--- config.mk ---
export PLATFORM = sky130hd
export DESIGN_NAME = pidc_err_stage
export DESIGN_NICKNAME = d
export VERILOG_FILES = /design/src/rtl/pidc_pkg.sv /design/src/rtl/pidc_err_stage.sv
export SDC_FILE = /design/constraint.sdc
export NUM_CORES = 1
export LEC_CHECK = 0
export BUFFER_PORTS_ARGS = -buffer_cell sky130_fd_sc_hd__buf_2
export CORE_ASPECT_RATIO = 0.8
export CORE_MARGIN = 1
export CORE_UTILIZATION = 50
export DETAILED_ROUTE_END_ITERATION = 10
export GPL_TIMING_DRIVEN = 0
export PLACE_DENSITY = 0.7
export RECOVER_POWER = 100
export REMOVE_ABC_BUFFERS = 1
export SYNTH_ARGS = -nofsm -noshare
export SYNTH_HDL_FRONTEND = slang
export SYNTH_SLANG_ARGS = --single-unit
--- constraint.sdc ---
create_clock -name clk -period 7.4 [get_ports clk]
set_input_delay 0.74 -clock clk [delete_from_list [all_inputs] [get_ports clk]]
set_output_delay 0.74 -clock clk [all_outputs]
set_load 0.05 [all_outputs]
--- src/rtl/pidc_pkg.sv ---
// Shared widths, register codes and stage types of the PID controller
package pidc_pkg;

  localparam int DATA_W    = 32;
  localparam int FRAC_BITS = 16;
  localparam int LIM_W     = 31;
  localparam int ERR_W     = DATA_W + 1;
  localparam int DIFF_W    = DATA_W + 2;
  localparam int SUM_W     = DATA_W;
  localparam int RAW_W     = ERR_W + 1;
  localparam int PROD_W    = DATA_W + DIFF_W;
  localparam int TERM_W    = PROD_W - FRAC_BITS;
  localparam int ACC_W     = TERM_W + 2;
  localparam int ADDR_W    = 5;
  localparam int IDX_W     = 3;

  localparam logic ACT_CALC  = 1'b0;
  localparam logic ACT_CLEAR = 1'b1;

  typedef enum logic [IDX_W-1:0] {
    REG_PROP_GAIN  = 3'd0,
    REG_INTEG_GAIN = 3'd1,
    REG_DERIV_GAIN = 3'd2,
    REG_SUM_LIMIT  = 3'd3,
    REG_DRIVE_MAX  = 3'd4,
    REG_DRIVE_MIN  = 3'd5
  } reg_idx_t;

  typedef struct packed {
    logic signed [DATA_W-1:0] prop_gain;
    logic signed [DATA_W-1:0] integ_gain;
    logic signed [DATA_W-1:0] deriv_gain;
    logic        [LIM_W-1:0]  sum_limit;
    logic signed [DATA_W-1:0] drive_max;
    logic signed [DATA_W-1:0] drive_min;
  } cfg_t;

  typedef struct packed {
    logic signed [ERR_W-1:0]  err;
    logic signed [SUM_W-1:0]  sum;
    logic signed [DIFF_W-1:0] diff;
  } err_item_t;

  typedef struct packed {
    logic signed [TERM_W-1:0] p_term;
    logic signed [TERM_W-1:0] i_term;
    logic signed [TERM_W-1:0] d_term;
  } term_item_t;

endpackage

--- src/rtl/pidc_err_stage.sv ---
// Input register, error, clamped integrator and last-error state
module pidc_err_stage
  import pidc_pkg::*;
(
  input  logic                     clk,
  input  logic                     rst_n,
  input  logic                     in_valid,
  output logic                     in_stall,
  input  logic                     in_action,
  input  logic signed [DATA_W-1:0] in_target,
  input  logic signed [DATA_W-1:0] in_measured,
  input  logic        [LIM_W-1:0]  sum_limit,
  output logic                     dn_valid,
  output err_item_t                dn_item,
  input  logic                     dn_ready
);

  logic                     in_v_r;
  logic                     act_r;
  logic signed [DATA_W-1:0] tgt_r;
  logic signed [DATA_W-1:0] meas_r;

  logic signed [SUM_W-1:0]  err_sum_r;
  logic signed [SUM_W-1:0]  err_sum_nxt;
  logic signed [ERR_W-1:0]  prev_err_r;
  logic signed [ERR_W-1:0]  prev_err_nxt;

  logic                     item_v_r;
  err_item_t                item_r;

  logic                     rdy0;
  logic                     rdy1;
  logic                     move;
  logic signed [ERR_W-1:0]  err;
  logic signed [RAW_W-1:0]  sum_raw;
  logic signed [RAW_W-1:0]  lim_pos;
  logic signed [RAW_W-1:0]  lim_neg;
  logic signed [RAW_W-1:0]  sum_c;
  logic signed [DIFF_W-1:0] diff;

  assign rdy1     = !item_v_r || dn_ready;
  assign rdy0     = !in_v_r || rdy1;
  assign in_stall = !rdy0;
  assign move     = in_v_r && rdy1;
  assign dn_valid = item_v_r;
  assign dn_item  = item_r;

  assign err     = ERR_W'(tgt_r) - ERR_W'(meas_r);
  assign sum_raw = RAW_W'(err_sum_r) + RAW_W'(err);
  assign lim_pos = RAW_W'(signed'({1'b0, sum_limit}));
  assign lim_neg = -lim_pos;
  assign diff    = DIFF_W'(err) - DIFF_W'(prev_err_r);

  always_comb begin
    priority if (sum_raw > lim_pos) begin
      sum_c = lim_pos;
    end else if (sum_raw < lim_neg) begin
      sum_c = lim_neg;
    end else begin
      sum_c = sum_raw;
    end
  end

  always_comb begin
    err_sum_nxt  = err_sum_r;
    prev_err_nxt = prev_err_r;
    if (move) begin
      if (act_r == ACT_CLEAR) begin
        err_sum_nxt  = '0;
        prev_err_nxt = '0;
      end else begin
        err_sum_nxt  = sum_c[SUM_W-1:0];
        prev_err_nxt = err;
      end
    end
  end

  always_ff @(posedge clk) begin
    if (!rst_n) begin
      in_v_r     <= 1'b0;
      item_v_r   <= 1'b0;
      err_sum_r  <= '0;
      prev_err_r <= '0;
    end else begin
      err_sum_r  <= err_sum_nxt;
      prev_err_r <= prev_err_nxt;
      if (rdy0) begin
        in_v_r <= in_valid;
      end
      if (rdy1) begin
        item_v_r <= move && (act_r == ACT_CALC);
      end
    end
  end

  always_ff @(posedge clk) begin
    if (rdy0 && in_valid) begin
      act_r  <= in_action;
      tgt_r  <= in_target;
      meas_r <= in_measured;
    end
    if (move) begin
      item_r.err  <= err;
      item_r.sum  <= sum_c[SUM_W-1:0];
      item_r.diff <= diff;
    end
  end

endmodule

==> impl_metrics.py <==
metrics = {
    "outcome": {
        "status": "finished, violations left",
        "violations": "capacitance limit, slew limit, setup timing",
    },
    "sta": {
        "timing.final.crit_share_pct": 102,
        "setup_viol": 44,
        "hold_ws_ns": 0.360,
        "fmax_mhz": 132,
        "hold_violations": 0,
        "slew_headroom_pct": -77.8,
        "fin_worst_skew_ns": 0.0143,
        "tightest_slew_ns": 2.66,
        "fin_ws_ns": -0.164,
        "fin_crit_ns": 7.56,
        "slew_violations": 31,
        "rsz0062_at_grt": "true",
    },
    "die": {
        "fp.dieArea_um2": 31400,
        "rows": 56,
        "start_util_pct": 51.6,
        "io_pins": 201,
        "die_y_um": 159,
        "die_width_um": 198,
        "coreArea_um2": 29700,
    },
    "synth": {
        "yosys-top-cells-area": "edfxtp_1 32%, ha_1 13%, dfxtp_1 8.7%",
        "synth-edff-count": 164,
        "synthArstFlopShare_pct": 0,
        "ys.flop_type": "edfxtp_1",
        "synth.largest_area_cell": "edfxtp_1",
        "synth_seq_cells": 231,
        "yosysTopAreaCellShare_pct": 32.1,
        "synthTopCellsByCount": "164 x edfxtp_1, 159 x ha_1, 149 x inv_1, 113 x a21oi_1, 89 x nand2_1",
        "yosysWarnings": 0,
        "syn_area_per_cell_um2": 9.96,
        "synth.distinct_cells": 78,
        "syn-cell-area_um2": 15300,
        "synth.most_common_cell": "edfxtp_1",
        "synth_cells": 1541,
        "yosysSeqAreaShare_pct": 40.8,
    },
    "setup_path": {
        "critPathArrivalTime_ns": 8.01,
        "rr_worst_depth": 35,
        "endpoint_kind": "register",
        "startpoint_type": "register",
        "cpMaxStageDelayCell": "a2111oi_4",
        "max_stage_delay_ns": 0.44,
        "path_class": "register to register",
        "required_ns": 7.84,
        "crit_fanout": 6,
        "cp_common_cell": "buf_4",
    },
    "placement": {
        "port_buffers": 200,
        "place_hpwl_mm": 29.5,
        "routabilityCongestion": 0.951,
    },
    "worst_hold_path": {
        "whs_path_depth": 1,
        "holdCritPathClass": "input pin to register",
    },
    "cells_and_area": {
        "fin_util_pct": 67.2,
        "diodes": 0,
        "syn_to_final_growth_pct": 30.1,
        "nFillCells": 2350,
        "final_nets": 2091,
        "drive_above_1_share_pct": 29.5,
    },
    "global_routing": {
        "grt_max_degree": 68,
        "grt.total_usage_pct": 26.3,
        "antenna_found_initial": 1,
        "gr-total-overflow": 0,
        "grt_pass1_wl_mm": 64.3,
        "grt_pass1_vias": 12100,
    },
    "drt": {
        "via_count": 13100,
        "dr.pass1.iters": 6,
        "ant_nets": 0,
        "drt_iter0_markers": 782,
        "wl_per_cell_um": 19.5,
        "drc_errors": 0,
        "routed_via_density": 5.81,
        "finalWirelength_mm": 43.9,
    },
    "pwr": {
        "ir_worst_vdd_v": 0.000204,
        "comb_power_share_pct": 54.8,
        "seq_power_share_pct": 25.5,
        "intPower_mw": 3.86,
        "p_per_area_nw_per_um2": 326,
        "p_leak_nw": 8.40,
        "switching_share_pct": 40.7,
        "pwr-share-clk_pct": 19.7,
        "p_sw_mw": 2.64,
    },
    "job": {
        "cap_violations": 1,
    },
    "clocking": {
        "clk_latency_ns": 0.55,
        "cts.sinks": 231,
        "clock_path_buffers": 3,
        "cts.clk_slew.worst_paths_ns": 0.07,
        "root_buffer": "clkbuf_16",
        "numCtsBuffers": 25,
        "cts_max_level": 1,
        "cts_tree": "built",
    },
}
==> cell type report <==
cell class | instances | area [um2] | area share, %
Clock buffer | 36 | 687 | 3.44
Clock inverter | 10 | 133 | 0.665
Inverter | 150 | 568 | 2.85
Multi-Input combinational cell | 1122 | 9750 | 48.9
Sequential cell | 231 | 6270 | 31.4
Tap cell | 406 | 508 | 2.55
Timing Repair Buffer | 299 | 2040 | 10.2
==> critical path: cells and delay by family (launching register included) <==
kind                     cells  cell delay [ns]
flip-flops                   1             0.36
AND/OR/NAND/NOR              3             0.66
AO/OA/AOI/OAI               15             3.46
buffers and inverters        9             1.10
adder cells (fa/ha/maj)      4             1.07
XOR/XNOR                     1             0.11
multiplexers                 3             0.69
==> cell families after synthesis <==
kind of cell,Yosys count,synth area share (%)
adders and majority gates,162,13.4
DFF,231,40.8
and+or+nand+nor,380,13.0
xor gates and xnor gates,105,6.04
muxes,39,2.63
AOI/OAI and AO/OA,433,19.2
buffers and inverters,191,4.93
==> registers in the layout (all words and copies together) (netlist names) <==
| name | count |
|---|---|
| in_v_r | 1 |
| tgt_r | 32 |
| prev_err_r | 33 |
| meas_r | 32 |
| dn_item | 99 |
| act_r | 1 |
| dn_valid | 1 |
| err_sum_r | 32 |
==> path summary, 6_finish.rpt <==
kind / from / endpoint / slack [ns]
max reg2reg: tgt_r[0] / err_sum_r[13] / -0.16
max: tgt_r[0] / err_sum_r[13] / -0.16
min reg2reg: prev_err_r[30] / prev_err_r[30] / 0.48
min: in_measured[3] / meas_r[3] / 0.36
==> power groups by stage <==
stage          Combinational (mW)  Sequential, mW  Clock, mW
2_1_floorplan                1.50            1.97          0
3_3_place_gp                 2.35            1.68          0
3_5_place_dp                 2.39            1.68          0
4_1_cts                      2.82            1.65       1.31
5_1_grt                      3.79            1.67       1.36
6_report                     3.56            1.65       1.28
==> per-stage QoR <==
| step | power (mW) | std cells | worst slack [ns] | setup TNS, ns | instance area (um2) |
|---|---|---|---|---|---|
| 2_1_floorplan | 3.46 | 1500 | -0.816 | -42.80 | 15100 |
| 5_1_grt | 6.81 | 2254 | -0.428 | -19.25 | 20000 |
| 6_report | 6.50 | 2254 | -0.164 | -2.76 | 20000 |
| 4_1_cts | 5.78 | 2202 | 0.0170 | 0 | 18600 |
| 3_3_place_gp | 4.03 | 2106 | -3.31 | -198.79 | 16700 |
| 3_5_place_dp | 4.06 | 2113 | -2.41 | -139.32 | 16800 |
==> placed cells by master (no fill, tap or decap), types with 11 or more instances in the layout <==
cell type	instances
xnor2_1	61
o21bai_1	11
nand3_1	22
nor4_1	12
nor3_1	20
dfxtp_1	67
nor2_1	58
inv_1	146
mux2i_4	15
clkbuf_1	11
a22oi_1	22
a21oi_2	25
mux2i_1	14
or3_1	12
xor2_1	18
buf_4	72
ha_1	144
o31ai_1	14
nand4_1	23
a22o_1	27
nand2_1	80
o21a_1	17
edfxtp_1	164
a21oi_1	85
o21ai_1	19
a21o_1	63
o21ai_0	31
nor2b_1	33
xnor2_2	16
buf_2	198
nand2b_1	23
ha_4	12
clkbuf_16	29
==> routing by layer <==
layer  routed length, um  track usage, %  vias to the layer above  part of all wire (%)
met3                3170            5.36                       85                   7.2
met1               19600            36.1                     6279                    45
li1                    -               -                     6288                     -
met5                   0               0                        -                     0
met4                1130            7.57                        0                   2.6
met2               20000            41.9                      437                    46
==> timing repair <==
| item | 4_1_cts | 5_1_grt |
|---|---|---|
| setup buffers | 39 | 46 |
| cloned | 4 | 6 |
| hold buffers | 0 | 0 |
| gates resized for setup | 101 | 183 |
| pin swaps | 33 | 96 |
| hold endpoints to repair | 0 | 0 |
| endpoints found under the setup margin | 64 | 64 |
Power figures use the tool's default switching activity.
