<file path="config.mk">
export PLATFORM = sky130hd
export DESIGN_NAME = pidc_cfg_regs
export DESIGN_NICKNAME = d
export VERILOG_FILES = /design/src/rtl/pidc_pkg.sv /design/src/rtl/pidc_cfg_regs.sv
export SDC_FILE = /design/constraint.sdc
export NUM_CORES = 1
export LEC_CHECK = 0
export ABC_AREA = 1
export BUFFER_PORTS_ARGS = -buffer_cell sky130_fd_sc_hd__buf_2
export CAP_MARGIN = 20
export CORE_ASPECT_RATIO = 1.75
export CORE_MARGIN = 2
export CORE_UTILIZATION = 57
export DETAILED_ROUTE_END_ITERATION = 12
export HOLD_SLACK_MARGIN = 0.12
export PLACE_DENSITY = 0.83
export SLEW_MARGIN = 10
export SYNTH_ARGS = -nofsm -noshare
export SYNTH_HDL_FRONTEND = slang
export SYNTH_SLANG_ARGS = --single-unit
</file>
<file path="constraint.sdc">
create_clock -name clk -period 2 [get_ports clk]
set_input_delay 0.1 -clock clk [delete_from_list [all_inputs] [get_ports clk]]
set_output_delay 0.1 -clock clk [all_outputs]
set_load 0.05 [all_outputs]
</file>
<file path="src/rtl/pidc_pkg.sv">
// Shared widths, register codes and stage types of the PID controller
package pidc_pkg;

  localparam int DATA_W    = 32;
  localparam int FRAC_BITS = 16;
  localparam int LIM_W     = 31;
  localparam int ERR_W     = DATA_W + 1;
  localparam int DIFF_W    = DATA_W + 2;
  localparam int SUM_W     = DATA_W;
  localparam int RAW_W     = ERR_W + 1;
  localparam int PROD_W    = DATA_W + DIFF_W;
  localparam int TERM_W    = PROD_W - FRAC_BITS;
  localparam int ACC_W     = TERM_W + 2;
  localparam int ADDR_W    = 5;
  localparam int IDX_W     = 3;

  localparam logic ACT_CALC  = 1'b0;
  localparam logic ACT_CLEAR = 1'b1;

  typedef enum logic [IDX_W-1:0] {
    REG_PROP_GAIN  = 3'd0,
    REG_INTEG_GAIN = 3'd1,
    REG_DERIV_GAIN = 3'd2,
    REG_SUM_LIMIT  = 3'd3,
    REG_DRIVE_MAX  = 3'd4,
    REG_DRIVE_MIN  = 3'd5
  } reg_idx_t;

  typedef struct packed {
    logic signed [DATA_W-1:0] prop_gain;
    logic signed [DATA_W-1:0] integ_gain;
    logic signed [DATA_W-1:0] deriv_gain;
    logic        [LIM_W-1:0]  sum_limit;
    logic signed [DATA_W-1:0] drive_max;
    logic signed [DATA_W-1:0] drive_min;
  } cfg_t;

  typedef struct packed {
    logic signed [ERR_W-1:0]  err;
    logic signed [SUM_W-1:0]  sum;
    logic signed [DIFF_W-1:0] diff;
  } err_item_t;

  typedef struct packed {
    logic signed [TERM_W-1:0] p_term;
    logic signed [TERM_W-1:0] i_term;
    logic signed [TERM_W-1:0] d_term;
  } term_item_t;

endpackage

</file>
<file path="src/rtl/pidc_cfg_regs.sv">
// APB register file holding gains, sum limit and drive bounds
module pidc_cfg_regs
  import pidc_pkg::*;
(
  input  logic              clk,
  input  logic              rst_n,
  input  logic              psel,
  input  logic              penable,
  input  logic              pwrite,
  input  logic [ADDR_W-1:0] paddr,
  input  logic [DATA_W-1:0] pwdata,
  output logic [DATA_W-1:0] prdata,
  output logic              pready,
  output cfg_t              cfg
);

  cfg_t     cfg_r;
  cfg_t     cfg_nxt;
  reg_idx_t idx;
  logic     wr_en;

  assign idx    = reg_idx_t'(paddr[ADDR_W-1:2]);
  assign wr_en  = psel && penable && pwrite;
  assign pready = 1'b1;
  assign cfg    = cfg_r;

  always_comb begin
    cfg_nxt = cfg_r;
    if (wr_en) begin
      unique case (idx)
        REG_PROP_GAIN:  cfg_nxt.prop_gain  = pwdata;
        REG_INTEG_GAIN: cfg_nxt.integ_gain = pwdata;
        REG_DERIV_GAIN: cfg_nxt.deriv_gain = pwdata;
        REG_SUM_LIMIT:  cfg_nxt.sum_limit  = pwdata[LIM_W-1:0];
        REG_DRIVE_MAX:  cfg_nxt.drive_max  = pwdata;
        REG_DRIVE_MIN:  cfg_nxt.drive_min  = pwdata;
        default: ;
      endcase
    end
  end

  always_comb begin
    unique case (idx)
      REG_PROP_GAIN:  prdata = cfg_r.prop_gain;
      REG_INTEG_GAIN: prdata = cfg_r.integ_gain;
      REG_DERIV_GAIN: prdata = cfg_r.deriv_gain;
      REG_SUM_LIMIT:  prdata = DATA_W'(cfg_r.sum_limit);
      REG_DRIVE_MAX:  prdata = cfg_r.drive_max;
      REG_DRIVE_MIN:  prdata = cfg_r.drive_min;
      default:        prdata = '0;
    endcase
  end

  always_ff @(posedge clk) begin
    if (!rst_n) begin
      cfg_r <= '0;
    end else begin
      cfg_r <= cfg_nxt;
    end
  end

endmodule

</file>
==> results of run 1 <==
## stage by stage
stage / setup WS (ns) / util
finish: 0.2012 / 0.7317
global route: 0.1507 / 0.7317
CTS: 0.2373 / 0.7317
detailed placement: 0.2570 / 0.6756
global placement: 0.2578 / 0.6756
floorplan: 0.5809 / -
## worst max-delay path: stages
cell and delay, ns:
buf_2 0.27, nand3_1 0.46, buf_4 0.35, nor2_1 0.12, nor2_1 0.08, nand2_1 0.06
buf_2 0.25
## layer usage
| metal | routed length (um) | global-route usage |
|---|---|---|
| met5 | 0 | 0 |
| met2 | 15640 | 0.5971 |
| met1 | 11890 | 0.4230 |
| met4 | 2326 | 0.2506 |
| met3 | 3238 | 0.06916 |
## power breakdown
group          total, uW  switching, uW  internal, uW
Combinational       1040            759           280
Clock               3330           1620          1720
Sequential          3890           42.0          3850
Total               8260           2420          5850
## timing repair
item	4_1_cts	5_1_grt
hold endpoints to repair	137	0
resized for setup	0	0
hold buffers	34	0
endpoints found under the setup margin	0	0
## worst min path at each step
stage,slack [ns],cells after the start,end,start
floorplan,0.35,4,cfg[31],pwdata[31]
global placement,0.48,5,cfg[82],pwdata[18]
detailed placement,0.49,2,cfg[179],cfg[179]
CTS,0.30,5,cfg[94],penable
global route,0.33,5,cfg[94],penable
finish,0.33,5,cfg[92],penable
## layout make-up
cell class              instances  area share
flip-flops and latches        191      0.3208
inverters                      92     0.02918
repair buffers                341      0.1800
clock buffers                  20     0.03831
well taps                     192     0.02015
clock inverters                12    0.009867
multi-input cells            1136      0.4017
## Yosys cell counts
| cell type | number | share of area |
|---|---|---|
| buf_1 | 11 | 0.0044 |
| buf_2 | 62 | 0.033 |
| buf_4 | 1 | 0.00080 |
| clkbuf_1 | 42 | 0.017 |
| conb_1 | 1 | 0.00040 |
| dfxtp_1 | 191 | 0.41 |
| inv_1 | 89 | 0.035 |
| inv_2 | 3 | 0.0012 |
| nand2_1 | 381 | 0.15 |
| nand3_1 | 165 | 0.088 |
| nand4_1 | 94 | 0.062 |
| nor2_1 | 488 | 0.19 |
| nor2_2 | 6 | 0.0040 |
| nor2_4 | 1 | 0.0012 |
## logic make-up (layout without fill, tap and decap cells)
kind of cell / after synthesis / in the layout / share of synthesized area
other cells: 1 / 1 / 0.0003983
buf+inv: 208 / 465 / 0.09157
simple gates: 1135 / 1135 / 0.5019
flops: 191 / 191 / 0.4062
==> impl_metrics.json, run 1 <==
{
  "final_max_slew_viol_count": 0,
  "start_kind": "primary input",
  "viasPerCell": 5.610,
  "reg2reg_from": "cfg[13]",
  "crit_fanout": 10,
  "layout_common_cells": "484 x nor2_1, 381 x nand2_1, 261 x buf_2",
  "worstSetupPathType": "in -> out",
  "die_area_mm2": 0.01760,
  "fin_crit_sh": 0.8994,
  "die_h_um": 174.0,
  "arrival_ns": 1.70,
  "seq_area_frac_synth": 0.4062,
  "cp.required_ns": 1.90,
  "largest_register_ffs": 191,
  "drt_iter0_drc": 858,
  "initial_utilization": 0.5779,
  "ant_nets": 0,
  "cellLeakagePower_uw": 0.005994,
  "diodes": 0,
  "vias": 11130,
  "grt_usage": 0.3655,
  "syn_nets": 1577,
  "power_uw": 8264,
  "n_fill_cell": 1365,
  "critPathCapture": "prdata[21]",
  "hold_path_class": "in -> reg",
  "ys_ff_latch": 191,
  "cp-startpoint": "paddr[2]",
  "antenna_found_initial": 0,
  "grt_pass1_wl_mm": 50.85,
  "reg2regPathDepth": 2,
  "ios": 266,
  "worst_setup_path_end_kind": "output port",
  "final_area_mm2": 0.01192,
  "dp_hpwl_mm": 21.24,
  "clk_pin_slew_worst_paths_ns": 0.07,
  "p_per_area_mw_per_mm2": 693.3,
  "ys.warnings.count": 0,
  "cts.sinks": 191,
  "final_cell_count_no_fill": 1984,
  "r2r-end": "cfg[13]",
  "finalSetupViolCount": 0,
  "cts_setup_buffers": 0,
  "synth_cells": 1535,
  "fmax_mhz": 555.9,
  "vdd_drop_max_mv": 0.5302,
  "place_inst": 1918,
  "clk_latency_ns": 0.43,
  "syn_to_final_growth_pct": 26.62,
  "gp_congestion": 0.9570,
  "place_area_mm2": 0.01101,
  "outcome": "completed",
  "final_hold_viol_count": 0,
  "seqCellArea_mm2": 0.003824,
  "syn_area_mm2": 0.009414,
  "final_nets": 1821,
  "cts_buffer_depth": 2,
  "rows": 62,
  "max_slew_margin": 0.6077,
  "drv_cap": 0,
  "grt_pass1_vias": 10230,
  "timing.hold.ws_ns": 0.3285,
  "worst_slew_pin_slew_ns": 0.5885,
  "grt_max_degree": 75,
  "core-area_mm2": 0.01629,
  "wl_mm": 33.09,
  "post_drt_wl_per_cell_um": 16.68,
  "drc": 0,
  "final_common_cell": "nor2_1",
  "drive_gt1_frac": 0.1970,
  "period_minus_slack_ns": 1.799,
  "tritoncts": "yes",
  "cts_buffers": 17,
  "cts-root-buf": "clkbuf_16",
  "fp.dieW_um": 101.1,
  "dr.pass1.iters": 8,
  "ff2ff_setup_slack_ns": 1.31,
  "fin_setup_tns_ns": 0,
  "avgSynthCellArea_um2": 6.133,
  "htreeDepth": 4,
  "synth_cell_types": 14,
  "grt_overflow": 0,
  "rsz0062_at_grt": "false",
  "multi_input_area_mm2": 0.004788,
  "skew_ns": 0,
  "io_buffers": 262
}
Power figures use the tool's default switching activity.
==> inputs of run 2 (changes only) <==
--- a/config.mk
+++ b/config.mk
@@ -8,7 +8,6 @@
 export ABC_AREA = 1
 export BUFFER_PORTS_ARGS = -buffer_cell sky130_fd_sc_hd__buf_2
 export CAP_MARGIN = 20
-export CORE_ASPECT_RATIO = 1.75
 export CORE_MARGIN = 2
 export CORE_UTILIZATION = 57
 export DETAILED_ROUTE_END_ITERATION = 12
==> run 2 against run 1 <==
  * Sequential share of layout area did not move
  * Register-to-register slack about the same
  * Combinational power hardly changed
  * Hold slack got worse by 0.20 ns
  * Critical path depth grew 2
  * Global-route usage decreased by 1.2 points
  * Via count shrank 0.75%
  * Largest power group unchanged
==> impl_metrics.json, run 2 (synthesis gave the netlist of run 1 again) <==
{
  "final_common_cell": "nor2_1",
  "vdd_drop_max_mv": 0.5807,
  "finalSetupViolCount": 0,
  "ant_nets": 0,
  "dr.pass1.iters": 7,
  "ff2ff_setup_slack_ns": 1.32,
  "cts.sinks": 191,
  "crit_chain": "buf_2 > buf_12 > nor2_4 > buf_4 > nand3_1 > nand2_1 > nor2_1 > nand2_1 > buf_2",
  "n_fill_cell": 1363,
  "critPathBufInv": 4,
  "worstSetupPathType": "in -> out",
  "wl_mm": 31.98,
  "die_area_mm2": 0.01756,
  "grt_usage": 0.3535,
  "critPathMaxStageDelay_ns": 0.30,
  "final_max_slew_viol_count": 0,
  "min_from": "pwdata[29]",
  "die_h_um": 132.5,
  "r2r-end": "cfg[115]",
  "crit_family": "buffers and inverters",
  "final_cell_count_no_fill": 2001,
  "grt_pass1_wl_mm": 50.11,
  "fin_setup_tns_ns": 0,
  "rsz0062_at_grt": "false",
  "p_per_area_mw_per_mm2": 709.6,
  "cts_buffers": 17,
  "core-area_mm2": 0.01600,
  "largest_register_ffs": 191,
  "vias": 11050,
  "start_kind": "primary input",
  "antenna_found_initial": 1,
  "cellLeakagePower_uw": 0.005980,
  "fp.dieW_um": 132.5,
  "cts_setup_buffers": 0,
  "clk_latency_ns": 0.43,
  "tritoncts": "yes",
  "cts_buffer_depth": 2,
  "cp.required_ns": 1.90,
  "fmax_mhz": 620.4,
  "reg2reg_from": "cfg[115]",
  "ios": 266,
  "gp_congestion": 0.9639,
  "cts_resized": 0,
  "arrival_ns": 1.51,
  "crit_fanout": 66,
  "reg2regPathDepth": 2,
  "period_minus_slack_ns": 1.612,
  "hold_path_class": "in -> reg",
  "final_hold_viol_count": 0,
  "worst_setup_path_end_kind": "output port",
  "hold_depth": 5,
  "cts-root-buf": "clkbuf_16",
  "rows": 46,
  "outcome": "completed",
  "syn_to_final_growth_pct": 26.62,
  "drive_gt1_frac": 0.1945,
  "io_buffers": 262,
  "post_drt_wl_per_cell_um": 15.98,
  "final_nets": 1813,
  "grt_max_degree": 72,
  "htreeDepth": 4,
  "grt_pass1_vias": 9746,
  "dp_hpwl_mm": 20.57,
  "drt_iter0_drc": 1410,
  "layout_common_cells": "484 x nor2_1, 381 x nand2_1, 261 x buf_2",
  "grt_overflow": 0,
  "clk_pin_slew_worst_paths_ns": 0.07,
  "min_to": "cfg[93]",
  "viasPerCell": 5.520,
  "cp_slowest_cell": "buf_12",
  "fin_crit_sh": 0.8060,
  "drv_cap": 0,
  "drc": 0,
  "initial_utilization": 0.5884,
  "cts_hold_repair.buffers": 31,
  "place_inst": 1937,
  "skew_ns": 0
}
==> run 2: cell count changes in the layout (fill, tap and decap cells not counted), sizes merged <==
| cell | previous run | this run |
|---|---|---|
| clkbuf | 20 | 22 |
| dlygate4sd3 | 34 | 31 |
| buf | 307 | 302 |
| diode | 0 | 1 |
| clkinv | 5 | 6 |
| bufinv | 0 | 3 |
| clkinvlp | 0 | 1 |
| inv | 99 | 92 |
==> run 2: area by class of cell <==
| cell class | count | area, um^2 | share of cell area |
|---|---|---|---|
| timing repair buffer | 333 | 2078 | 0.1743 |
| multi-input combinational | 1136 | 4788 | 0.4017 |
| inverter | 92 | 347.8 | 0.02918 |
| clock inverter | 10 | 135.1 | 0.01134 |
| antenna | 1 | 2.502 | 0.0002099 |
| sequential | 191 | 3824 | 0.3208 |
| clock buffer | 22 | 474.2 | 0.03978 |
| tap | 216 | 270.3 | 0.02267 |
==> run 2: worst min-delay path: cells and delay by family <==
family	cells	cell delay (ns)
simple gates	3	0.22
buf+inv	2	0.20
==> run 2: stage by stage <==
stage | utilization | hold slack (ns) | setup WS [ns] | instance area (um^2) | power [uW]
2_1_floorplan | - | 0.3499 | 0.5809 | 9414 | 4627
3_3_place_gp | 0.6874 | 0.4696 | 0.3890 | 11000 | 4915
3_5_place_dp | 0.6874 | 0.4889 | 0.3528 | 11000 | 4930
4_1_cts | 0.7448 | 0.1204 | 0.4089 | 11920 | 8440
5_1_grt | 0.7450 | 0.1525 | 0.3068 | 11920 | 8722
6_report | 0.7450 | 0.1290 | 0.3880 | 11920 | 8459
==> run 2: power by group <==
| group | switching, uW | internal (uW) |
|---|---|---|
| Clock | 1480 | 2060 |
| Combinational | 749 | 274 |
| Sequential | 40.1 | 3850 |
| Total | 2270 | 6190 |
==> run 2: layer usage <==
layer,track usage,share of wire
met5,0,0
met4,0.1900,0.044
met3,0.07165,0.10
met2,0.5478,0.46
met1,0.4648,0.40
==> run 2: how the worst max path moves through the flow <==
stage	startpoint	end	slack [ns]	cells past startpoint
3_5_place_dp	paddr[2]	cfg[74]	0.35	8
4_1_cts	paddr[4]	prdata[28]	0.41	9
6_report	paddr[3]	prdata[21]	0.39	9
3_3_place_gp	paddr[2]	cfg[76]	0.39	8
2_1_floorplan	paddr[2]	prdata[23]	0.58	7
5_1_grt	paddr[3]	prdata[8]	0.31	9
