$ cat config.mk
export PLATFORM = sky130hd
export DESIGN_NAME = pidc_out_stage
export DESIGN_NICKNAME = d
export VERILOG_FILES = /design/src/rtl/pidc_pkg.sv /design/src/rtl/pidc_out_stage.sv
export SDC_FILE = /design/constraint.sdc
export NUM_CORES = 1
export LEC_CHECK = 0
export BUFFER_PORTS_ARGS = -buffer_cell sky130_fd_sc_hd__buf_2
export CORE_AREA = 2 2 170 172
export CTS_CLUSTER_DIAMETER = 60
export DETAILED_ROUTE_END_ITERATION = 12
export DIE_AREA = 0 0 172 174
export GPL_ROUTABILITY_DRIVEN = 0
export SKIP_CTS_REPAIR_TIMING = 1
export SLEW_MARGIN = 15
export SYNTH_ARGS = -nofsm -noshare
export SYNTH_HDL_FRONTEND = slang
export SYNTH_SLANG_ARGS = --single-unit
$ cat constraint.sdc
create_clock -name clk -period 12.97 [get_ports clk]
set_input_delay 2.594 -clock clk [delete_from_list [all_inputs] [get_ports clk]]
set_output_delay 2.594 -clock clk [all_outputs]
set_load 0.01 [all_outputs]
$ cat src/rtl/pidc_pkg.sv
// Shared widths, register codes and stage types of the PID controller
package pidc_pkg;

  localparam int DATA_W    = 32;
  localparam int FRAC_BITS = 16;
  localparam int LIM_W     = 31;
  localparam int ERR_W     = DATA_W + 1;
  localparam int DIFF_W    = DATA_W + 2;
  localparam int SUM_W     = DATA_W;
  localparam int RAW_W     = ERR_W + 1;
  localparam int PROD_W    = DATA_W + DIFF_W;
  localparam int TERM_W    = PROD_W - FRAC_BITS;
  localparam int ACC_W     = TERM_W + 2;
  localparam int ADDR_W    = 5;
  localparam int IDX_W     = 3;

  localparam logic ACT_CALC  = 1'b0;
  localparam logic ACT_CLEAR = 1'b1;

  typedef enum logic [IDX_W-1:0] {
    REG_PROP_GAIN  = 3'd0,
    REG_INTEG_GAIN = 3'd1,
    REG_DERIV_GAIN = 3'd2,
    REG_SUM_LIMIT  = 3'd3,
    REG_DRIVE_MAX  = 3'd4,
    REG_DRIVE_MIN  = 3'd5
  } reg_idx_t;

  typedef struct packed {
    logic signed [DATA_W-1:0] prop_gain;
    logic signed [DATA_W-1:0] integ_gain;
    logic signed [DATA_W-1:0] deriv_gain;
    logic        [LIM_W-1:0]  sum_limit;
    logic signed [DATA_W-1:0] drive_max;
    logic signed [DATA_W-1:0] drive_min;
  } cfg_t;

  typedef struct packed {
    logic signed [ERR_W-1:0]  err;
    logic signed [SUM_W-1:0]  sum;
    logic signed [DIFF_W-1:0] diff;
  } err_item_t;

  typedef struct packed {
    logic signed [TERM_W-1:0] p_term;
    logic signed [TERM_W-1:0] i_term;
    logic signed [TERM_W-1:0] d_term;
  } term_item_t;

endpackage

$ cat src/rtl/pidc_out_stage.sv
// Term sum, drive clamp and result register
module pidc_out_stage
  import pidc_pkg::*;
(
  input  logic                     clk,
  input  logic                     rst_n,
  input  cfg_t                     cfg,
  input  logic                     up_valid,
  input  term_item_t               up_item,
  output logic                     up_ready,
  output logic                     out_valid,
  input  logic                     out_stall,
  output logic signed [DATA_W-1:0] out_drive
);

  logic                     out_v_r;
  logic signed [DATA_W-1:0] drive_r;
  logic signed [ACC_W-1:0]  acc;
  logic signed [ACC_W-1:0]  hi;
  logic signed [ACC_W-1:0]  lo;
  logic signed [ACC_W-1:0]  drive_c;

  assign up_ready  = !out_v_r || !out_stall;
  assign out_valid = out_v_r;
  assign out_drive = drive_r;

  assign acc = ACC_W'(up_item.p_term) + ACC_W'(up_item.i_term) + ACC_W'(up_item.d_term);
  assign hi  = ACC_W'(cfg.drive_max);
  assign lo  = ACC_W'(cfg.drive_min);

  // upper bound first, lower bound wins when the bounds cross
  always_comb begin
    drive_c = acc;
    if (drive_c > hi) begin
      drive_c = hi;
    end
    if (drive_c < lo) begin
      drive_c = lo;
    end
  end

  always_ff @(posedge clk) begin
    if (!rst_n) begin
      out_v_r <= 1'b0;
    end else if (up_ready) begin
      out_v_r <= up_valid;
    end
  end

  always_ff @(posedge clk) begin
    if (up_ready && up_valid) begin
      drive_r <= drive_c[DATA_W-1:0];
    end
  end

endmodule

==> qor.csv, run 1 <==
stage;metric;value;unit
floorplanning;standard-cell rows;62;
routing;Vias;7768;
global_routing;vias in the first global route;7740;
floorplanning;IO Count;379;
min_path;worst hold-check path type;register to register;
clock_tree;Skew-Pair Late Insertion Delay;280;ps
setup_path;CP Max Fanout;32;
routing;Detail Route Antenna Nets;0;
placement;count of input and output buffers;251;
setup_path;max incr delay on CP;610;ps
setup_path;Crit Path Class;primary input to register;
synthesis;Avg Inst Size Synth;8.709;µm²
routing;Detailed Routing Iterations Pass 1;5;
routing;wire length per cell;14.89;µm
floorplanning;Initial Util;29.45;%
sta;Tmin final;12070;ps
routing;initial drt markers;386;
floorplanning;Core Area;28240;µm²
synthesis;post-synthesis instance total;955;
cells_and_area;layout cells sized above 1;26.74;%
setup_path;R2R cell count;3;
setup_path;r2r startpoint;out_valid;
setup_path;CP required;13000;ps
power;Leakage;5.111;nW
synthesis;fraction of registers with async set/reset;0;%
outcome;status;complete, no violations;
synthesis;Syn. warnings;0;
global_routing;initial antenna violation count;2;
routing;number of vias per cell;4.886;
setup_path;CP Capture Type;register;
placement;DPL Wire Length;21100;µm
global_routing;GRT overflow;0;
routing;final WL;23670;µm
sta;Final Skew;4.146;ps
synthesis;Post-synth EDFFs;32;
sta;Finish-stage setup viols;0;
sta;Final Cycle Share;93.05;%
sta;final critical-path setup slack;901.0;ps
sta;Max-slew headroom;47.42;%
setup_path;CP max-delay cell;or4_1;
global_routing;largest net degree at the start of global routing;33;
synthesis;register area share after synthesis;11.79;%
clock_tree;Clock Sinks;33;
power;Max VDD drop;0.00007850;V
clock_tree;H-tree Lvls;2;
clock_tree;TritonCTS Buffers;5;
setup_path;Worst setup SP type;primary input;
synthesis;Synthesized Nets;1504;
setup_path;crit path DAT;12100;ps
cells_and_area;final core utilization;36.14;%
sta;Max Slew Vio Count;0;
synthesis;dominant synthesized flop cell;edfxtp_1;
global_routing;first-pass GRT wire length;37560;µm
routing;DRC Markers;0;
clock_tree;Clock Tree Buf Depth;2;
clock_tree;CTS tree;built;
cells_and_area;nets;1752;
global_routing;total track usage;15.50;%
min_path;min-delay src;out_valid;
synthesis;Distinct cells, synth;65;
run;total of max-cap violations;0;
cells_and_area;filler cell count;2993;
cells_and_area;area grow syn2layout;22.72;%
setup_path;most used cell, CP;a21o_1;
setup_path;crit path from;up_item[1];
power;Overall Power;1.727;mW
sta;Final Hold Violating Endpoints;0;
floorplanning;DIE AREA;29930;µm²
min_path;WHS Path Cells;2;
floorplanning;die height;174;µm
floorplanning;Die W;172;µm
sta;setup TNS;0;ps
clock_tree;clock-pin slew on the worst setup and hold paths;50;ps
synthesis;Synth Cell Area;8317;µm²
synthesis;Synth Register Bits;33;
placement;Place WS;583.7;ps
sta;Worst Max-Slew Pin Slew;787.8;ps
sta;RSZ-0062 raised after global routing;no;
power;Cell Pwr Density;169.2;nW/µm²
sta;Max Fclk;82.86;MHz
clock_tree;CTS Root Cell;clkbuf_16;
## worst max-delay path, delay by kind of cell
family	cells	cell delay [ps]
AOI/OAI and AO/OA	21	4680
adders and majority gates	5	1730
and+or+nand+nor	5	1400
buffers and inverters	4	1010
muxes	2	640
## cells in the final DEF (no fill, tap or decap), types with 3 or more instances in the layout
| master | synthesis | layout |
|---|---|---|
| nand2b_1 | 6 | 6 |
| or3_1 | 8 | 8 |
| xor2_1 | 13 | 13 |
| and2_1 | 6 | 6 |
| ha_1 | 153 | 153 |
| a21o_1 | 53 | 53 |
| nor4_1 | 10 | 10 |
| o22ai_1 | 3 | 3 |
| a31oi_1 | 6 | 6 |
| mux2_4 | 30 | 30 |
| mux2_2 | 9 | 9 |
| o31a_1 | 5 | 5 |
| edfxtp_1 | 32 | 32 |
| nor2b_1 | 5 | 5 |
| nand3_1 | 23 | 23 |
| and3_1 | 3 | 3 |
| o21ai_0 | 70 | 70 |
| nand2_1 | 85 | 85 |
| clkbuf_16 | 0 | 5 |
| buf_2 | 0 | 251 |
| a221oi_1 | 7 | 7 |
| nor3_1 | 11 | 11 |
| o31ai_1 | 5 | 5 |
| o21a_1 | 7 | 7 |
| nand4_1 | 19 | 19 |
| o211ai_1 | 6 | 6 |
| a31o_2 | 3 | 3 |
| a211oi_1 | 9 | 9 |
| xnor2_1 | 30 | 30 |
| fa_1 | 51 | 51 |
| inv_1 | 84 | 84 |
| a21oi_1 | 86 | 86 |
| or2_2 | 3 | 3 |
| o21bai_1 | 17 | 17 |
| a21boi_0 | 3 | 3 |
| nor2_1 | 39 | 39 |
| buf_4 | 0 | 10 |
## synth_stat cells (5+ instances only)
master / number / area (µm²)
o21bai_1: 17 / 127.6
xnor2_1: 30 / 262.8
o211ai_1: 6 / 45.04
o31a_1: 5 / 43.79
nor2_1: 39 / 146.4
fa_1: 51 / 1021
nand3_1: 23 / 115.1
xor2_1: 13 / 113.9
o21ai_0: 70 / 350.3
a21o_1: 53 / 397.9
a21oi_1: 86 / 430.4
o21a_1: 7 / 52.55
edfxtp_1: 32 / 960.9
mux2_4: 30 / 450.4
ha_1: 153 / 1914
a31oi_1: 6 / 37.54
nor4_1: 10 / 62.56
and2_1: 6 / 37.54
or3_1: 8 / 50.05
nor2b_1: 5 / 31.28
o31ai_1: 5 / 37.54
clkbuf_1: 17 / 63.81
nand2b_1: 6 / 37.54
nand4_1: 19 / 118.9
a211oi_1: 9 / 67.56
nand2_1: 85 / 319.1
inv_1: 84 / 315.3
nor3_1: 11 / 55.05
a221oi_1: 7 / 61.31
mux2_2: 9 / 101.4
## report_power, final
part	switching (mW)	internal [mW]	total (mW)
Sequential	0.0110	0.193	0.204
Combinational	0.751	0.654	1.41
Clock	0.0412	0.0764	0.118
## final cells by class
class | count | area (µm²) | area share (%)
multi-input cells | 817 | 6927 | 67.87
repair buffers | 262 | 1351 | 13.24
flip-flops and latches | 33 | 980.9 | 9.611
well taps | 384 | 480.5 | 4.708
inverters | 84 | 315.3 | 3.089
clock buffers | 8 | 146.4 | 1.434
diodes | 2 | 5.005 | 0.04904
## flip-flops by register name, summed over array words and instances, names as in the netlist
register / count
out_drive: 32
out_valid: 1
## routing by layer
metal,track usage (%),part of all wire (%),vias to the layer above
met5,0,0,-
met4,3.011,0.94,0
met3,0.7286,3.5,12
met2,26.41,46,170
met1,21.76,49,3575
li1,-,-,4011
## metrics by stage
stage,instance area [µm²],instances,hold WS [ps]
floorplan,8317,955,546.4
global placement,10050,1580,522.3
detailed placement,10050,1580,532.1
CTS,10200,1588,547.9
global route,10210,1590,577.9
finish,10210,1590,543.4
## kinds of logic (layout without fill, tap and decap cells)
family / count (synthesis) / in the layout / synth area share [%]
AO/OA/AOI/OAI: 301 / 301 / 23.17
AND/OR/NAND/NOR: 229 / 229 / 13.30
adder cells (fa/ha/maj): 204 / 204 / 35.29
buffers and inverters: 105 / 354 / 5.010
XOR/XNOR: 43 / 43 / 4.528
multiplexers: 40 / 40 / 6.905
flip-flops: 33 / 33 / 11.79
other: 0 / 2 / 0
## worst paths after layout
kind,to,slack (ps)
worst max-delay path,out_drive[0],900
worst min-delay path,out_valid,540
worst min register to register,out_valid,540
worst max register to register,out_drive[4],11730
(Power assumes the default switching activity.)
==> inputs of run 2 (changes only) <==
CORE_AREA = 2 2 149 151   (was 2 2 170 172)
DIE_AREA = 0 0 151 153   (was 0 0 172 174)
PLACE_DENSITY = 0.68   (was unset)
==> qor.csv, run 2 (synthesis gave the netlist of run 1 again) <==
stage;metric;value;unit
global_routing;largest net degree at the start of global routing;42;
setup_path;CP max-delay cell;o22ai_4;
sta;Tmin final;12120;ps
floorplanning;Initial Util;38.71;%
cells_and_area;max FFs per register;32;
sta;Final Hold Violating Endpoints;0;
cells_and_area;filler cell count;2144;
routing;initial drt markers;442;
cells_and_area;Post-Layout Cell Count;1488;
setup_path;Worst setup SP type;primary input;
power;Overall Power;1.721;mW
clock_tree;Skew-Pair Late Insertion Delay;280;ps
global_routing;total track usage;20.19;%
clock_tree;CTS tree;built;
clock_tree;H-tree Lvls;2;
setup_path;max incr delay on CP;650;ps
routing;DRC Markers;0;
routing;final WL;23490;µm
floorplanning;Core Area;21490;µm²
floorplanning;IO Count;379;
sta;Finish-stage setup viols;0;
cells_and_area;area grow syn2layout;21.17;%
floorplanning;standard-cell rows;54;
placement;Placed Cells;1476;
routing;Detail Route Antenna Nets;0;
placement;DPL Wire Length;20960;µm
setup_path;CP required;13000;ps
clock_tree;TritonCTS Buffers;5;
clock_tree;Clock Tree Buf Depth;2;
setup_path;most used cell, CP;ha_1;
sta;Max Fclk;82.48;MHz
setup_path;Crit Path Class;primary input to register;
clock_tree;clock-pin slew on the worst setup and hold paths;60;ps
routing;Detailed Routing Iterations Pass 1;7;
clock_tree;CTS Root Cell;clkbuf_16;
sta;hold slack;542.5;ps
global_routing;initial antenna violation count;6;
sta;setup TNS;0;ps
cells_and_area;layout cells sized above 1;26.91;%
routing;wire length per cell;15.78;µm
global_routing;GRT overflow;0;
sta;Max Slew Vio Count;0;
run;total of max-cap violations;0;
sta;Final Cycle Share;93.48;%
sta;Final Skew;6.123;ps
routing;number of vias per cell;5.315;
clock_tree;Clock Sinks;33;
floorplanning;die height;153;µm
floorplanning;Die W;151;µm
sta;RSZ-0062 raised after global routing;no;
cells_and_area;commonest non-fill, non-tap cells in the layout;buf_2, ha_1, a21oi_1;
floorplanning;DIE AREA;23100;µm²
routing;Vias;7908;
cells_and_area;most common cell after layout, fill and taps aside;buf_2;
power;Cell Pwr Density;170.8;nW/µm²
placement;count of input and output buffers;251;
power;Max VDD drop;0.0001328;V
global_routing;vias in the first global route;7799;
cells_and_area;nets;1752;
sta;Max-slew headroom;41.31;%
power;Leakage;5.109;nW
setup_path;CP Max Fanout;41;
outcome;status;complete, no violations;
min_path;worst hold-check path type;register to register;
cells_and_area;FF+latch area;980.9;µm²
placement;dpl cell area;9925;µm²
sta;Worst Max-Slew Pin Slew;880.3;ps
setup_path;crit path DAT;12160;ps
cells_and_area;Multi-input gate area;6927;µm²
global_routing;first-pass GRT wire length;37790;µm
setup_path;CP Capture Type;register;
cells_and_area;fin area;10080;µm²
## run 2: cell type report
class                           instances  share of cell area, %
Tap cell                              280                  3.477
Clock buffer                            5                  1.242
Antenna cell                            4                0.09933
Timing Repair Buffer                  262                  13.41
Sequential cell                        33                  9.734
Inverter                               84                  3.129
Multi-Input combinational cell        817                  68.74
Clock inverter                          3                 0.1738
## run 2: worst max-delay path, delay by kind of cell
family	cells	cell delay (ps)
buf+inv	3	750
compound gates	12	3290
fa+ha+maj	4	1470
simple gates	13	3420
mux	2	570
## run 2: final timing paths
kind	slack, ps	to	startpoint	cells past startpoint
max reg2reg	11690	out_drive[5]	out_valid	3
max	850	out_drive[0]	up_item[13]	34
min reg2reg	540	out_valid	out_valid	2
min	540	out_valid	out_valid	2
## run 2: routing by layer
metal	GRT usage [%]	up-vias	part of all wire, %
met4	3.382	8	1.1
li1	-	4020	-
met5	0	-	0.24
met1	29.05	3626	49
met2	32.86	230	44
met3	2.478	24	5.8
## run 2: stage by stage
| stage | worst slack, ps | utilization (%) |
|---|---|---|
| after floorplan | 1881 | - |
| after global placement | 583.4 | 46.19 |
| after detailed placement | 512.2 | 46.19 |
| after CTS | 792.4 | 46.86 |
| after global routing | 129.2 | 46.88 |
| final | 846.0 | 46.90 |
## run 2: where the power goes
part | internal (mW) | switching (mW) | total (mW)
Sequential | 0.193 | 0.0126 | 0.206
Combinational | 0.653 | 0.747 | 1.40
Clock | 0.0703 | 0.0450 | 0.115
==> inputs of run 3 (changes only) <==
CORE_AREA = 2 2 148 150   (was 2 2 149 151)
DIE_AREA = 0 0 150 152   (was 0 0 151 153)
GPL_TIMING_DRIVEN = 0   (was unset)
PLACE_DENSITY = 0.72   (was 0.68)
clock period = 10.4 ns   (was 12.97 ns; I/O delays follow)
==> qor.csv, run 3 (synthesis gave the netlist of run 1 again) <==
stage;metric;value;unit
outcome;status;complete, no violations;
global_routing;total track usage;20.89;%
sta;Worst Max-Slew Pin Slew;897.3;ps
clock_tree;Clock Sinks;33;
cells_and_area;final core utilization;51.08;%
placement;count of input and output buffers;251;
setup_path;WP depth;40;
setup_path;Worst setup SP type;primary input;
routing;Vias;8232;
routing;Detailed Routing Iterations Pass 1;4;
cells_and_area;layout cells sized above 1;33.01;%
clock_tree;Skew-Pair Late Insertion Delay;290;ps
power;Leakage;5.382;nW
sta;Final Cycle Share;98.92;%
sta;Max Slew Vio Count;0;
setup_path;CP max-delay cell;fa_1;
sta;Tmin final;10290;ps
power;Overall Power;2.483;mW
floorplanning;standard-cell rows;54;
sta;Max Fclk;97.20;MHz
placement;Placed Cells;1486;
setup_path;CP Capture Type;register;
run;total of max-cap violations;0;
min_path;worst hold-check path type;register to register;
routing;number of vias per cell;5.387;
setup_path;CP Max Fanout;8;
min_path;WHS Path Cells;2;
global_routing;vias in the first global route;7895;
clock_tree;H-tree Lvls;2;
setup_path;CP required;10430;ps
setup_path;max incr delay on CP;510;ps
cells_and_area;nets;1790;
clock_tree;TritonCTS Buffers;5;
sta;final critical-path setup slack;112.2;ps
global_routing;GR peak layer;met2;
setup_path;Top delay family on crit path;compound AO/OA/AOI/OAI gates;
setup_path;RR Endpoint;out_drive[3];
power;Cell Pwr Density;227.7;nW/µm²
cells_and_area;filler cell count;2023;
global_routing;largest net degree at the start of global routing;33;
cells_and_area;fin area;10910;µm²
setup_path;Crit Path Class;primary input to register;
floorplanning;DIE AREA;22800;µm²
global_routing;met1 Resource Use GR;29.45;%
cells_and_area;FF+latch area;980.9;µm²
clock_tree;CTS Root Cell;clkbuf_16;
sta;Final Skew;5.809;ps
global_routing;met2 Use GR;33.57;%
cells_and_area;commonest non-fill, non-tap cells in the layout;buf_2, ha_1, inv_1, nand2_1, a21oi_1;
setup_path;Buf/Inv on CP;7;
routing;final WL;25290;µm
global_routing;met3 usage;3.093;%
clock_tree;Clock Tree Buf Depth;2;
min_path;Worst Hold End;out_valid;
routing;wire length per cell;16.55;µm
global_routing;GRT overflow;0;
setup_path;crit path DAT;10320;ps
sta;RSZ-0062 raised after global routing;yes;
sta;Final Hold Violating Endpoints;0;
setup_path;r2r startpoint;out_valid;
cells_and_area;area grow syn2layout;31.14;%
routing;Detail Route Antenna Nets;0;
cells_and_area;most common cell after layout, fill and taps aside;buf_2;
setup_path;most used cell, CP;a21o_1;
cells_and_area;Post-Layout Cell Count;1528;
routing;DRC Markers;0;
cells_and_area;max FFs per register;32;
cells_and_area;Multi-input gate area;7358;µm²
clock_tree;CTS tree;built;
routing;initial drt markers;369;
power;Max VDD drop;0.0001020;V
min_path;min-delay src;out_valid;
floorplanning;die height;152;µm
floorplanning;Core Area;21350;µm²
setup_path;R2R cell count;2;
sta;Finish-stage setup viols;0;
sta;Max-slew headroom;40.12;%
placement;DPL Wire Length;21440;µm
global_routing;first-pass GRT wire length;38440;µm
floorplanning;Die W;150;µm
placement;Place WS;-1946;ps
setup_path;flop-to-flop setup slack;8950;ps
global_routing;initial antenna violation count;10;
floorplanning;IO Count;379;
clock_tree;clock-pin slew on the worst setup and hold paths;50;ps
floorplanning;Initial Util;38.95;%
placement;dpl cell area;9942;µm²
==> run 3: cell count changes in the layout (fill, tap and decap cells not counted), sizes merged <==
cell    delta
buf       +25
clkbuf    +13
diode      +2
==> run 3: worst reg2reg max path, stage by stage, from the launching register on <==
cell     delay (ps)
dfxtp_1         310
nand2_1          90
and2_2          660
==> run 3: power by group <==
group	internal, mW	switching [mW]	total [mW]
registers	0.240	0.0134	0.254
logic	1.01	1.07	2.08
clock network	0.0878	0.0596	0.147
total	1.34	1.14	2.48
==> run 3: layer usage <==
layer | wire length, µm | vias up
li1 | - | 4112
met1 | 11880 | 3810
met2 | 11210 | 262
met3 | 1622 | 40
met4 | 533 | 8
met5 | 54 | -
==> run 3: metrics by stage <==
step | setup TNS (ps) | hold slack, ps
2_1_floorplan | 0 | 546.4
3_3_place_gp | -58240 | 511.9
3_5_place_dp | -61530 | 524.8
4_1_cts | -52870 | 541.2
5_1_grt | -4430 | 610.0
6_report | 0 | 533.0
==> run 3: worst max path at each step <==
stage,startpoint,endpoint
CTS,up_item[1],out_drive[16]
floorplan,up_item[13],out_drive[10]
global placement,up_item[13],out_drive[29]
detailed placement,up_item[1],out_drive[29]
finish,up_item[101],out_drive[19]
global route,up_item[101],out_drive[19]
==> run 3: cell type report <==
| cell class | count | area share [%] |
|---|---|---|
| inverters | 84 | 2.891 |
| clock inverters | 3 | 0.1606 |
| well taps | 280 | 3.212 |
| repair buffers | 282 | 14.51 |
| diodes | 6 | 0.1377 |
| flip-flops and latches | 33 | 8.994 |
| plain buffers | 18 | 1.480 |
| multi-input cells | 817 | 67.47 |
| clock buffers | 5 | 1.147 |
